--- src/sv/assert_macros.svh ---
// Shared assertion macros for the IR transmitter RTL.
`ifndef ASSERT_MACROS_SVH
`define ASSERT_MACROS_SVH

// Check that a condition holds at every clock edge outside reset.
`define ASSERT_ALWAYS(lbl, clk, rst_n, prop) \
	lbl: assert property (@(posedge clk) disable iff (!(rst_n)) (prop)) \
		else $error("assertion failed");

// Check that an antecedent implies a consequent in the same cycle.
`define ASSERT_IMPLIES(lbl, clk, rst_n, ante, cons) \
	lbl: assert property (@(posedge clk) disable iff (!(rst_n)) (ante) |-> (cons)) \
		else $error("assertion failed");

// Check that an antecedent implies a consequent in the next cycle.
`define ASSERT_NEXT(lbl, clk, rst_n, ante, cons) \
	lbl: assert property (@(posedge clk) disable iff (!(rst_n)) (ante) |=> (cons)) \
		else $error("assertion failed");

`endif

--- src/sv/nectx_pkg.sv ---
`timescale 1ns / 1ps
`default_nettype none

package nectx_pkg;

	localparam int DUR_W      = 12;
	localparam int CFG_IDX_W  = 4;
	localparam int FRAME_BITS = 32;

	// Configuration register indexes
	localparam logic [CFG_IDX_W-1:0] REG_LEADER_MARK  = 4'd0;
	localparam logic [CFG_IDX_W-1:0] REG_LEADER_SPACE = 4'd1;
	localparam logic [CFG_IDX_W-1:0] REG_BIT_MARK     = 4'd2;
	localparam logic [CFG_IDX_W-1:0] REG_ZERO_SPACE   = 4'd3;
	localparam logic [CFG_IDX_W-1:0] REG_ONE_SPACE    = 4'd4;
	localparam logic [CFG_IDX_W-1:0] REG_REPEAT_SPACE = 4'd5;
	localparam logic [CFG_IDX_W-1:0] REG_REPEAT_GAP   = 4'd6;
	localparam logic [CFG_IDX_W-1:0] REG_END_MARK     = 4'd7;

	// Reset durations in 50 us ticks
	localparam logic [DUR_W-1:0] RST_LEADER_MARK  = 12'd180;
	localparam logic [DUR_W-1:0] RST_LEADER_SPACE = 12'd90;
	localparam logic [DUR_W-1:0] RST_BIT_MARK     = 12'd11;
	localparam logic [DUR_W-1:0] RST_ZERO_SPACE   = 12'd11;
	localparam logic [DUR_W-1:0] RST_ONE_SPACE    = 12'd34;
	localparam logic [DUR_W-1:0] RST_REPEAT_SPACE = 12'd50;
	localparam logic [DUR_W-1:0] RST_REPEAT_GAP   = 12'd1899;
	localparam logic [DUR_W-1:0] RST_END_MARK     = 12'd5;

	// Item kinds
	localparam logic KIND_TICK  = 1'b0;
	localparam logic KIND_START = 1'b1;

	typedef struct packed {
		logic [DUR_W-1:0] leader_mark_ticks;
		logic [DUR_W-1:0] leader_space_ticks;
		logic [DUR_W-1:0] bit_mark_ticks;
		logic [DUR_W-1:0] zero_space_ticks;
		logic [DUR_W-1:0] one_space_ticks;
		logic [DUR_W-1:0] repeat_space_ticks;
		logic [DUR_W-1:0] repeat_gap_ticks;
		logic [DUR_W-1:0] end_mark_ticks;
	} cfg_t;

	typedef struct packed {
		logic       kind;
		logic [7:0] address;
		logic [7:0] command;
		logic       key_held;
	} item_t;

	typedef struct packed {
		logic carrier_on;
		logic busy_res;
		logic frame_done;
	} res_t;

endpackage

`default_nettype wire

--- src/sv/nectx_cfg.sv ---
`timescale 1ns / 1ps
`default_nettype none

module nectx_cfg (
	input  wire logic                            clk,
	input  wire logic                            arst_n,
	input  wire logic                            wr_en,
	input  wire logic [nectx_pkg::CFG_IDX_W-1:0] wr_index,
	input  wire logic [nectx_pkg::DUR_W-1:0]     wr_data,
	output nectx_pkg::cfg_t                      cfg
);
	import nectx_pkg::*;

	cfg_t cfg_q;

	always_ff @(posedge clk or negedge arst_n) begin
		if (!arst_n) begin
			cfg_q.leader_mark_ticks  <= RST_LEADER_MARK;
			cfg_q.leader_space_ticks <= RST_LEADER_SPACE;
			cfg_q.bit_mark_ticks     <= RST_BIT_MARK;
			cfg_q.zero_space_ticks   <= RST_ZERO_SPACE;
			cfg_q.one_space_ticks    <= RST_ONE_SPACE;
			cfg_q.repeat_space_ticks <= RST_REPEAT_SPACE;
			cfg_q.repeat_gap_ticks   <= RST_REPEAT_GAP;
			cfg_q.end_mark_ticks     <= RST_END_MARK;
		end else if (wr_en) begin
			unique case (wr_index)
				REG_LEADER_MARK:  cfg_q.leader_mark_ticks  <= wr_data;
				REG_LEADER_SPACE: cfg_q.leader_space_ticks <= wr_data;
				REG_BIT_MARK:     cfg_q.bit_mark_ticks     <= wr_data;
				REG_ZERO_SPACE:   cfg_q.zero_space_ticks   <= wr_data;
				REG_ONE_SPACE:    cfg_q.one_space_ticks    <= wr_data;
				REG_REPEAT_SPACE: cfg_q.repeat_space_ticks <= wr_data;
				REG_REPEAT_GAP:   cfg_q.repeat_gap_ticks   <= wr_data;
				REG_END_MARK:     cfg_q.end_mark_ticks     <= wr_data;
				default: ;        // drop writes to unmapped indexes
			endcase
		end
	end

	assign cfg = cfg_q;

endmodule

`default_nettype wire

--- src/sv/nectx_fsm.sv ---
`timescale 1ns / 1ps
`default_nettype none
`include "assert_macros.svh"

module nectx_fsm #(
	parameter int COUNT_WIDTH = 12
) (
	input  wire logic   clk,
	input  wire logic   arst_n,
	input  wire nectx_pkg::cfg_t  cfg,
	input  wire logic   step,
	input  wire nectx_pkg::item_t item,
	output nectx_pkg::res_t  res
);
	import nectx_pkg::*;

	localparam int CMP_W = COUNT_WIDTH + 1;

	typedef enum logic [3:0] {
		PH_IDLE       = 4'd0,
		PH_LEAD_MARK  = 4'd1,
		PH_LEAD_SPACE = 4'd2,
		PH_BIT_MARK   = 4'd3,
		PH_BIT_SPACE  = 4'd4,
		PH_REP_MARK   = 4'd5,
		PH_REP_SPACE  = 4'd6,
		PH_REP_BIT    = 4'd7,
		PH_REP_GAP    = 4'd8,
		PH_END_MARK   = 4'd9
	} phase_t;

	phase_t                 phase_q, phase_d;
	logic [COUNT_WIDTH-1:0] tick_q, tick_d;
	logic [5:0]             bit_q, bit_d;
	logic [FRAME_BITS-1:0]  shift_q, shift_d;
	res_t                   res_q, res_d;

	logic [DUR_W-1:0] len_raw;
	logic [DUR_W-1:0] len_eff;
	logic [CMP_W-1:0] tick_next;
	logic [5:0]       bit_next;
	logic             phase_end;

	// Duration of the current phase; a zero register acts as one tick
	always_comb begin
		unique case (phase_q)
			PH_LEAD_MARK:  len_raw = cfg.leader_mark_ticks;
			PH_LEAD_SPACE: len_raw = cfg.leader_space_ticks;
			PH_BIT_MARK:   len_raw = cfg.bit_mark_ticks;
			PH_BIT_SPACE:  len_raw = shift_q[FRAME_BITS-1] ? cfg.one_space_ticks
			                                               : cfg.zero_space_ticks;
			PH_REP_MARK:   len_raw = cfg.leader_mark_ticks;
			PH_REP_SPACE:  len_raw = cfg.repeat_space_ticks;
			PH_REP_BIT:    len_raw = cfg.bit_mark_ticks;
			PH_REP_GAP:    len_raw = cfg.repeat_gap_ticks;
			default:       len_raw = cfg.end_mark_ticks;
		endcase
		len_eff   = (len_raw == '0) ? DUR_W'(1) : len_raw;
		tick_next = CMP_W'(tick_q) + CMP_W'(1);
		phase_end = (tick_next >= CMP_W'(len_eff)) || (tick_q == '1);
		bit_next  = bit_q + 6'd1;
	end

	always_comb begin
		phase_d = phase_q;
		tick_d  = tick_q;
		bit_d   = bit_q;
		shift_d = shift_q;
		res_d   = '0;

		if (item.kind == KIND_START) begin
			if (phase_q == PH_IDLE) begin
				shift_d = {item.address, ~item.address, item.command, ~item.command};
				bit_d   = '0;
				tick_d  = '0;
				phase_d = PH_LEAD_MARK;
			end
		end else if (phase_q != PH_IDLE) begin
			if (phase_end) begin
				tick_d = '0;
				unique case (phase_q)
					PH_LEAD_MARK:  phase_d = PH_LEAD_SPACE;
					PH_LEAD_SPACE: phase_d = PH_BIT_MARK;
					PH_BIT_MARK:   phase_d = PH_BIT_SPACE;
					PH_BIT_SPACE: begin
						shift_d = {shift_q[FRAME_BITS-2:0], 1'b0};
						bit_d   = bit_next;
						if (bit_next < 6'(FRAME_BITS))
							phase_d = PH_BIT_MARK;
						else
							phase_d = item.key_held ? PH_REP_MARK : PH_END_MARK;
					end
					PH_REP_MARK:   phase_d = PH_REP_SPACE;
					PH_REP_SPACE:  phase_d = PH_REP_BIT;
					PH_REP_BIT:    phase_d = PH_REP_GAP;
					PH_REP_GAP:    phase_d = item.key_held ? PH_REP_MARK : PH_END_MARK;
					default: begin
						phase_d          = PH_IDLE;
						res_d.frame_done = 1'b1;
					end
				endcase
			end else begin
				tick_d = tick_next[COUNT_WIDTH-1:0];
			end
		end

		res_d.carrier_on = (phase_d == PH_LEAD_MARK) || (phase_d == PH_BIT_MARK) ||
		                   (phase_d == PH_REP_MARK) || (phase_d == PH_REP_BIT) ||
		                   (phase_d == PH_END_MARK);
		res_d.busy_res   = (phase_d != PH_IDLE);
	end

	always_ff @(posedge clk or negedge arst_n) begin
		if (!arst_n) begin
			phase_q <= PH_IDLE;
			tick_q  <= '0;
			bit_q   <= '0;
			shift_q <= '0;
			res_q   <= '0;
		end else if (step) begin
			phase_q <= phase_d;
			tick_q  <= tick_d;
			bit_q   <= bit_d;
			shift_q <= shift_d;
			res_q   <= res_d;
		end
	end

	assign res = res_q;

	`ASSERT_IMPLIES(a_done_idle, clk, arst_n, res_q.frame_done, phase_q == PH_IDLE)
	`ASSERT_IMPLIES(a_idle_count, clk, arst_n, phase_q == PH_IDLE, tick_q == '0)
	`ASSERT_ALWAYS(a_bit_range, clk, arst_n, bit_q <= 6'(FRAME_BITS))
	`ASSERT_IMPLIES(a_rep_after_frame, clk, arst_n,
		(phase_q == PH_REP_MARK) || (phase_q == PH_REP_GAP),
		bit_q == 6'(FRAME_BITS))
	`ASSERT_NEXT(a_hold_no_step, clk, arst_n, !step, $stable(phase_q) && $stable(res_q))

endmodule

`default_nettype wire

--- src/sv/nec_ir_frame_transmitter.sv ---
`timescale 1ns / 1ps
`default_nettype none

// Channel      Dir  Handshake              Payload
// s_axis       in   s_axis_tvalid/tready   tdata: address, command, key_held; tuser: kind
// m_axis       out  m_axis_tvalid/tready   tdata: carrier_on, busy_res, frame_done
// cfg          in   cfg_valid/cfg_ready    cfg_index, cfg_data (duration in 50 us ticks)
//
// One request per clock cycle is sustained while m_axis takes results; each request shows
// its result on m_axis after the input register, then phase logic into the result register.
// arst_n clears the phase machine and both pipeline valids and loads the default
// durations. A stalled m_axis holds its result; the input register then fills and
// s_axis_tready drops until the result is taken.

module nec_ir_frame_transmitter #(
	parameter int COUNT_WIDTH = 12
) (
	input  wire logic        clk,
	input  wire logic        arst_n,
	// input requests
	input  wire logic        s_axis_tvalid,
	output logic             s_axis_tready,
	input  wire logic [23:0] s_axis_tdata,  // [7:0] address, [15:8] command, [16] key_held
	input  wire logic        s_axis_tuser,  // [0] kind: 0 tick, 1 start frame
	// results
	output logic             m_axis_tvalid,
	input  wire logic        m_axis_tready,
	output logic [7:0]       m_axis_tdata,  // [0] carrier_on, [1] busy_res, [2] frame_done
	// configuration writes
	input  wire logic        cfg_valid,
	output logic             cfg_ready,
	input  wire logic [nectx_pkg::CFG_IDX_W-1:0] cfg_index,
	input  wire logic [nectx_pkg::DUR_W-1:0]     cfg_data
);
	import nectx_pkg::*;

	cfg_t  cfg;
	item_t item_s1;
	logic  valid_s1;
	logic  out_valid_q;
	logic  in_accept;
	logic  advance;
	res_t  res;

	// Move the held request into the phase logic when the result slot frees up
	assign advance       = valid_s1 && (!out_valid_q || m_axis_tready);
	assign s_axis_tready = !valid_s1 || advance;
	assign in_accept     = s_axis_tvalid && s_axis_tready;
	assign cfg_ready     = 1'b1;

	always_ff @(posedge clk or negedge arst_n) begin
		if (!arst_n) begin
			valid_s1    <= 1'b0;
			out_valid_q <= 1'b0;
		end else begin
			if (in_accept)
				valid_s1 <= 1'b1;
			else if (advance)
				valid_s1 <= 1'b0;

			if (advance)
				out_valid_q <= 1'b1;
			else if (m_axis_tready)
				out_valid_q <= 1'b0;
		end
	end

	// Payload needs no reset: it is only looked at behind valid_s1
	always_ff @(posedge clk) begin
		if (in_accept) begin
			item_s1.kind     <= s_axis_tuser;
			item_s1.address  <= s_axis_tdata[7:0];
			item_s1.command  <= s_axis_tdata[15:8];
			item_s1.key_held <= s_axis_tdata[16];
		end
	end

	nectx_cfg u_cfg (
		.clk      (clk),
		.arst_n   (arst_n),
		.wr_en    (cfg_valid && cfg_ready),
		.wr_index (cfg_index),
		.wr_data  (cfg_data),
		.cfg      (cfg)
	);

	nectx_fsm #(
		.COUNT_WIDTH (COUNT_WIDTH)
	) u_fsm (
		.clk    (clk),
		.arst_n (arst_n),
		.cfg    (cfg),
		.step   (advance),
		.item   (item_s1),
		.res    (res)
	);

	assign m_axis_tvalid = out_valid_q;
	assign m_axis_tdata  = {5'b0, res.frame_done, res.busy_res, res.carrier_on};

endmodule

`default_nettype wire

--- config.mk ---
export PLATFORM = sky130hd
export DESIGN_NAME = nec_ir_frame_transmitter
export DESIGN_NICKNAME = d
export VERILOG_FILES = /design/src/sv/nectx_pkg.sv /design/src/sv/nectx_cfg.sv /design/src/sv/nectx_fsm.sv /design/src/sv/nec_ir_frame_transmitter.sv
export VERILOG_INCLUDE_DIRS = /design/src /design/src/sv
export SDC_FILE = /design/constraint.sdc
export NUM_CORES = 1
export LEC_CHECK = 0
export BUFFER_PORTS_ARGS = -buffer_cell sky130_fd_sc_hd__buf_4
export CORE_ASPECT_RATIO = 1.5
export CORE_UTILIZATION = 40
export DETAILED_ROUTE_END_ITERATION = 10
export SLEW_MARGIN = 10
export SYNTH_ARGS = -nofsm -noshare
export SYNTH_HDL_FRONTEND = slang
export SYNTH_SLANG_ARGS = --single-unit
--- constraint.sdc ---
create_clock -name clk -period 4.1 [get_ports clk]
set_input_delay 0.41 -clock clk [delete_from_list [all_inputs] [get_ports clk]]
set_output_delay 0.41 -clock clk [all_outputs]
set_load 0.1 [all_outputs]
======== After elaboration in Yosys (flattened, before gate mapping) ========
Index checks and enable logic that the tools add are counted.
word-level totals
  input bits .............................. 46
  bits in registers ....................... 173
  output and inout port bits .............. 11
cells by class
  add/sub/neg operators ................... 2
  eq/ne operators ......................... 22
  bitwise logic cells ..................... 2
  order comparisons ....................... 2
  multiplexer cells ....................... 32
  reductions and logical operators ........ 34
operators with widths
  kind                                                  count
  two-way mux 32 bit                                    5
  two-way mux 12 bit                                    6
  one-hot mux 12 bit (6 select lines)                   1
  equality test 4 x 3 -> 1 bit (second input constant)  10
  one-hot mux 4 bit (8 select lines)                    1
  two-way mux 6 bit                                     5
  two-way mux 4 bit                                     6
  equality test 4 x 2 -> 1 bit (second input constant)  5
  NOT 8 bit                                             2
  AND reduction 2 bit                                   8
  adder 12 x 1 -> 13 bit (second input constant)        1
  >= comparator 13 x 12 -> 1 bit                        1
  equality test 12 bit (second input constant)          1
  equality test 4 x 1 -> 1 bit (second input constant)  3
  zero test 12 bit                                      1
  nonzero test 2 bit                                    5
  equality test 4 bit (second input constant)           2
  zero test 4 bit                                       2
  two-way mux 1 bit                                     8
  nonzero test 4 bit                                    2
  OR reduction 8 bit                                    1
  logical OR 1 bit                                      7
  adder 6 x 1 -> 6 bit (second input constant)          1
  less-than comparator 6 bit (second input constant)    1
  other kinds (6)                                       9

======== Longest topological paths before layout ========
  depth in word-level cells ............... 15
  gate-level depth with buffers ........... 19
  depth with buffers taken out ............ 15

======== Hierarchy ========
Synthesis repeated with hierarchy kept, for this count alone.
unflattened totals
  cell total of the unflattened synthesis .. 681
  area, all modules ....................... 8,782.2 µm²
modules (own cells, without submodules)
  module                    instances  seq. area each (µm²)  cells each  area an instance (µm²)
  nectx_fsm                 1          1,426.4               435         4,391.7
  nectx_cfg                 1          2,438.6               212         3,693.5
  nec_ir_frame_transmitter  1          590.6                 34          696.9

======== Worst setup path after synthesis ========
No wires, ideal clock.
  kind .................................... register to register
  start point ............................. reg u_fsm.phase_q[3]
  end point ............................... reg u_fsm.bit_q[4]
  path slack .............................. 0.733 ns
  path buffers ............................ 2
  cell stages (with the launch flop) ...... 18
  period minus slack after synthesis ...... 3.367 ns
  setup time .............................. 0.077 ns
  arrival time ............................ 3.289 ns
  path through ............................ dfrtp_1 > or4b_1 > buf_2 > o22a_1 > o21ai_0 > a221oi_1 > nand4_1 > nor2_1 > a41o_1 > ha_1 > nor2_1 > a21oi_1 > o21ai_0 > a31oi_1 > buf_4 > nand4_1 > or3_1 > a21oi_1
on the way
  cells in the longest elaborated chain, start to end .. 9
ends and longest elaborated chain
  what                                                        RTL line          RTL
  start, declared                                             nectx_fsm.sv:32   phase_t phase_q, phase_d;
  start signal, assigned                                      nectx_fsm.sv:121  phase_q <= phase_d;
  equality test 4 x 2 -> 1 bit, or another cell as far along  nectx_fsm.sv:46   unique case (phase_q)
  OR reduction 2 bit (no source line)                         n/a
  one-hot mux 12 bit (6 select lines)                         nectx_fsm.sv:46
  zero test 12 bit                                            nectx_fsm.sv:58   len_eff = (len_raw == '0) ? DUR_W'(1) : len_raw;
  two-way mux 12 bit                                          nectx_fsm.sv:58
  >= comparator 13 x 12 -> 1 bit                              nectx_fsm.sv:60   phase_end = (tick_next >= CMP_W'(len_eff)) || (tick_q == '1);
  logical OR 1 bit                                            nectx_fsm.sv:60
  nonzero test 2 bit (no source line)                         n/a
  AND reduction 5 bit (no source line) *                      n/a
  end signal, assigned                                        nectx_fsm.sv:123  bit_q <= bit_d;
  end, declared                                               nectx_fsm.sv:34   logic [5:0] bit_q, bit_d;
Every way passes the cells marked *; elsewhere a longest branch is shown, timed or not.
A chain may end at the register's enable or synchronous reset.

======== Worst setup path in the final report ========
  start point ............................. reg u_fsm.phase_q[0]
  end point ............................... reg u_fsm.shift_q[21]
on the way
  cells in the longest elaborated chain, start to end .. 9
ends and longest elaborated chain
  what                                                        RTL line          RTL
  equality test 4 x 2 -> 1 bit, or another cell as far along  nectx_fsm.sv:46
  OR reduction 2 bit (no source line)                         n/a
  one-hot mux 12 bit (6 select lines)                         nectx_fsm.sv:46
  zero test 12 bit                                            nectx_fsm.sv:58
  two-way mux 12 bit                                          nectx_fsm.sv:58
  >= comparator 13 x 12 -> 1 bit                              nectx_fsm.sv:60
  logical OR 1 bit                                            nectx_fsm.sv:60
  nonzero test 2 bit (no source line)                         n/a
  AND reduction 5 bit (no source line) *                      n/a
  end signal, assigned                                        nectx_fsm.sv:124  shift_q <= shift_d;
  end, declared                                               nectx_fsm.sv:35   logic [FRAME_BITS-1:0] shift_q, shift_d;
Marked as above.

==> qor.csv <==
metric,value,unit
worst hold path type,in2async,
Cells after DPL,970,
Comb power frac,0.295,
Placement Rows,63,
Reg2Reg Depth,17,
Main synth FF type,dfrtp_1,
CP startpoint kind,register,
Yosys reg bits,173,
RR Startpoint,u_fsm.phase_q[0],
routed vias,5466,
TritonCTS buffer count,17,
# IOs,57,
Mapped Cells,685,
largest family of logic cells by synthesized area,multiplexers,
drt drc,0,
r2r endpoint,u_fsm.shift_q[21],
maximum VDD drop,0.258,mV
Post CTS Setup Buffer Count,0,
final setup TNS,0,ns
Routed Antenna Nets,0,
Port Buffer Count,43,
total power,0.00557,W
Via density,5.46,
largest net degree at the start of global routing,97,
fmax,0.261,GHz
Critical Path Slowest Stage Cell,a221oi_2,
vias in the first global route,5860,
Worst Clk Skew,0.0121,ns
Crit Path Class,reg2reg,
CP peak stage delay,0.41,ns
Die H,178,um
Clk Tree Root Cell,clkbuf_16,
Area growth syn-to-layout,15.5,%
Post-Synth Adder-Cell Area,0.0228,
CTS Sinks,173,
leak pwr,4.06,nW
"Async S/R FF share, synth",0.896,
Synth Area in Simple Gates,0.0898,
CTS Buffer Depth,2,
share of cells above drive strength 1,0.329,
Final Util,0.476,
worst path arrival time,4.13,ns
synth unique cells,59,
fin crit period,3.83,ns
Initial DRC Count,253,
status,"finished, final reports clean",
crit-path max FO,64,
CP top delay family,compound AO/OA/AOI/OAI gates,
DR pass1 iterations,4,
mean area per synthesized cell,12.0,sq um
crit end category,register,
xor/xnor cell area share of the yosys netlist,0.0169,
Inserted Diodes,0,
crit share post-route,0.935,
post-synthesis sequential area ratio,0.542,
R2R setup slack,0.27,ns
WP buf/inv,3,
switching share of power,0.327,
max-cap violation count,0,
WL/cell,17.8,um
Final WS setup,0.268,ns
Compound-Gate Fraction of Synth Area,0.114,
Reg power frac,0.434,
relative slew slack,0.162,
die width,119,um
Clk pwr share,0.272,
DP Wirelength,12.4,mm
worst-skew pair later-pin latency,0.42,ns
GP Congestion,0.795,
"Slew Viols, Final",0,
synthesized area,8220,sq um
post-CTS sizing,0,
Synthesis Warnings,0,
clock slew at reported path FFs,0.07,ns
Core Region,19900,sq um
crit path cell chain,buf_4 > or2_1 > nor2_8 > xnor2_4 > a221oi_2 > nand4_1 > nor2_1 > a41o_1 > ha_1 > nor2_1 > a21oi_1 > o21ai_0 > a31oi_1 > buf_4 > a31oi_4 > buf_12 > o21ai_0,
grt total ovfl,0,
Setup Slack @ Placement,0.118,ns
drt total wl,17.8,mm
final std cells w/o fill,1002,
number of synthesized flops with an enable pin,18,
cell internal pwr,0.00375,W
CTS H-tree lvls,4,
RSZ-0062 raised after global routing,false,
nets,790,
pwr dens,586,nW/um^2
initial antenna violation count,0,
Switch Pwr,0.00182,W
CTS tree,built,
CP required,4.40,ns
Total GRT Usage,0.179,
Worst-Margin Slew,1.25,ns
Setup-failing EPs final,0,
Hold Fails Final Rpt,0,
Hold Buf Count CTS,0,
Die Area,21100,sq um
Critical Path Start,u_fsm.phase_q[0],
first-pass GRT wire length,29.5,mm
Initial Utilization,0.412,
post-synthesis mux area share,0.183,
==> cells by family (layout without fill, tap and decap cells) <==
| group | count (synthesis) | count (layout) |
|---|---|---|
| AO/OA/AOI/OAI | 144 | 144 |
| other | 2 | 6 |
| multiplexers | 138 | 138 |
| adder cells (fa/ha/maj) | 15 | 15 |
| XOR/XNOR | 15 | 15 |
| flip-flops | 173 | 173 |
| AND/OR/NAND/NOR | 148 | 148 |
| buffers and inverters | 50 | 103 |
==> registers in the layout, summed over array words and instances, names as in the netlist <==
| signal | flops |
|---|---|
| item_s1 | 18 |
| u_fsm.phase_q | 4 |
| u_fsm.res | 3 |
| u_cfg.cfg | 96 |
| m_axis_tvalid | 1 |
| valid_s1 | 1 |
| u_fsm.shift_q | 32 |
| u_fsm.tick_q | 12 |
| u_fsm.bit_q | 6 |
==> metrics by stage <==
| stage | area, sq um | hold slack, ns |
|---|---|---|
| after global routing | 9500 | 0.141 |
| after CTS | 9430 | 0.128 |
| after floorplan | 8240 | 0.114 |
| final | 9500 | 0.0825 |
| after detailed placement | 8880 | 0.471 |
| after global placement | 8880 | 0.450 |
==> cell usage in the layout (no fill, tap or decap), types with 6 or more instances in the layout <==
master,n
buf_4,65
mux2i_1,39
conb_1,6
xor2_1,6
ha_1,15
edfxtp_1,18
mux2_2,99
a221oi_2,6
a32o_1,11
a22oi_1,7
nand3b_1,6
nand2_1,53
dfrtp_1,126
nand3_1,11
nor2b_1,6
and3_1,6
clkbuf_16,17
o21ai_0,49
nor2_1,32
xnor2_1,8
a21oi_1,32
dfstp_2,29
==> cells in the mapped netlist, types with 15 or more instances <==
cell type | count | area [sq um]
edfxtp_1 | 18 | 541
mux2_2 | 99 | 1110
dfrtp_1 | 126 | 3150
o21ai_0 | 49 | 245
a21oi_1 | 32 | 160
ha_1 | 15 | 188
nand2_1 | 53 | 199
nor2_1 | 32 | 120
dfstp_2 | 29 | 762
clkbuf_1 | 18 | 67.6
mux2i_1 | 39 | 390
==> worst reg2reg max path: stages (launching register included) <==
cell and delay (ns):
dfrtp_1 0.38, buf_4 0.22, or2_1 0.31, nor2_8 0.16, xnor2_4 0.19, a221oi_2 0.41, nand4_1 0.14, nor2_1 0.12
a41o_1 0.18, ha_1 0.23, nor2_1 0.11, a21oi_1 0.07, o21ai_0 0.18, a31oi_1 0.12, buf_4 0.22, a31oi_4 0.25
buf_12 0.26, o21ai_0 0.17
==> worst max path at each step <==
stage / endpoint / slack, ns / cells after the start
2_1_floorplan: u_fsm.bit_q[4] / 0.73 / 17
3_3_place_gp: u_fsm.shift_q[26] / 0.14 / 17
3_5_place_dp: u_fsm.shift_q[15] / 0.12 / 17
4_1_cts: u_fsm.shift_q[21] / 0.08 / 17
5_1_grt: u_fsm.shift_q[18] / 0.006 / 17
6_report: u_fsm.shift_q[21] / 0.27 / 17
==> power by group through the flow <==
stage | Combinational, W | Clock, W | Sequential (W)
3_5_place_dp | 0.00161 | 0 | 0.00244
2_1_floorplan | 0.00112 | 0 | 0.00244
5_1_grt | 0.00182 | 0.00161 | 0.00247
4_1_cts | 0.00161 | 0.00155 | 0.00241
3_3_place_gp | 0.00156 | 0 | 0.00242
6_report | 0.00164 | 0.00151 | 0.00241
==> metal layers <==
layer	share of wire	up-vias	routed length, um	track usage
li1	-	2586	-	-
met1	0.40	2758	7150	0.194
met2	0.54	94	9660	0.334
met3	0.034	28	598	0.0389
met4	0.022	0	395	0.0728
met5	0	-	0	0
==> area by class of cell <==
class	count	area, sq um
Inverter	3	11.3
Fill cell	1778	10400
Sequential cell	173	4460
Multi-Input combinational cell	466	3620
Timing Repair Buffer	68	539
Clock buffer	19	433
Tap cell	260	325
Clock inverter	13	118
Power figures use the tool's default switching activity.
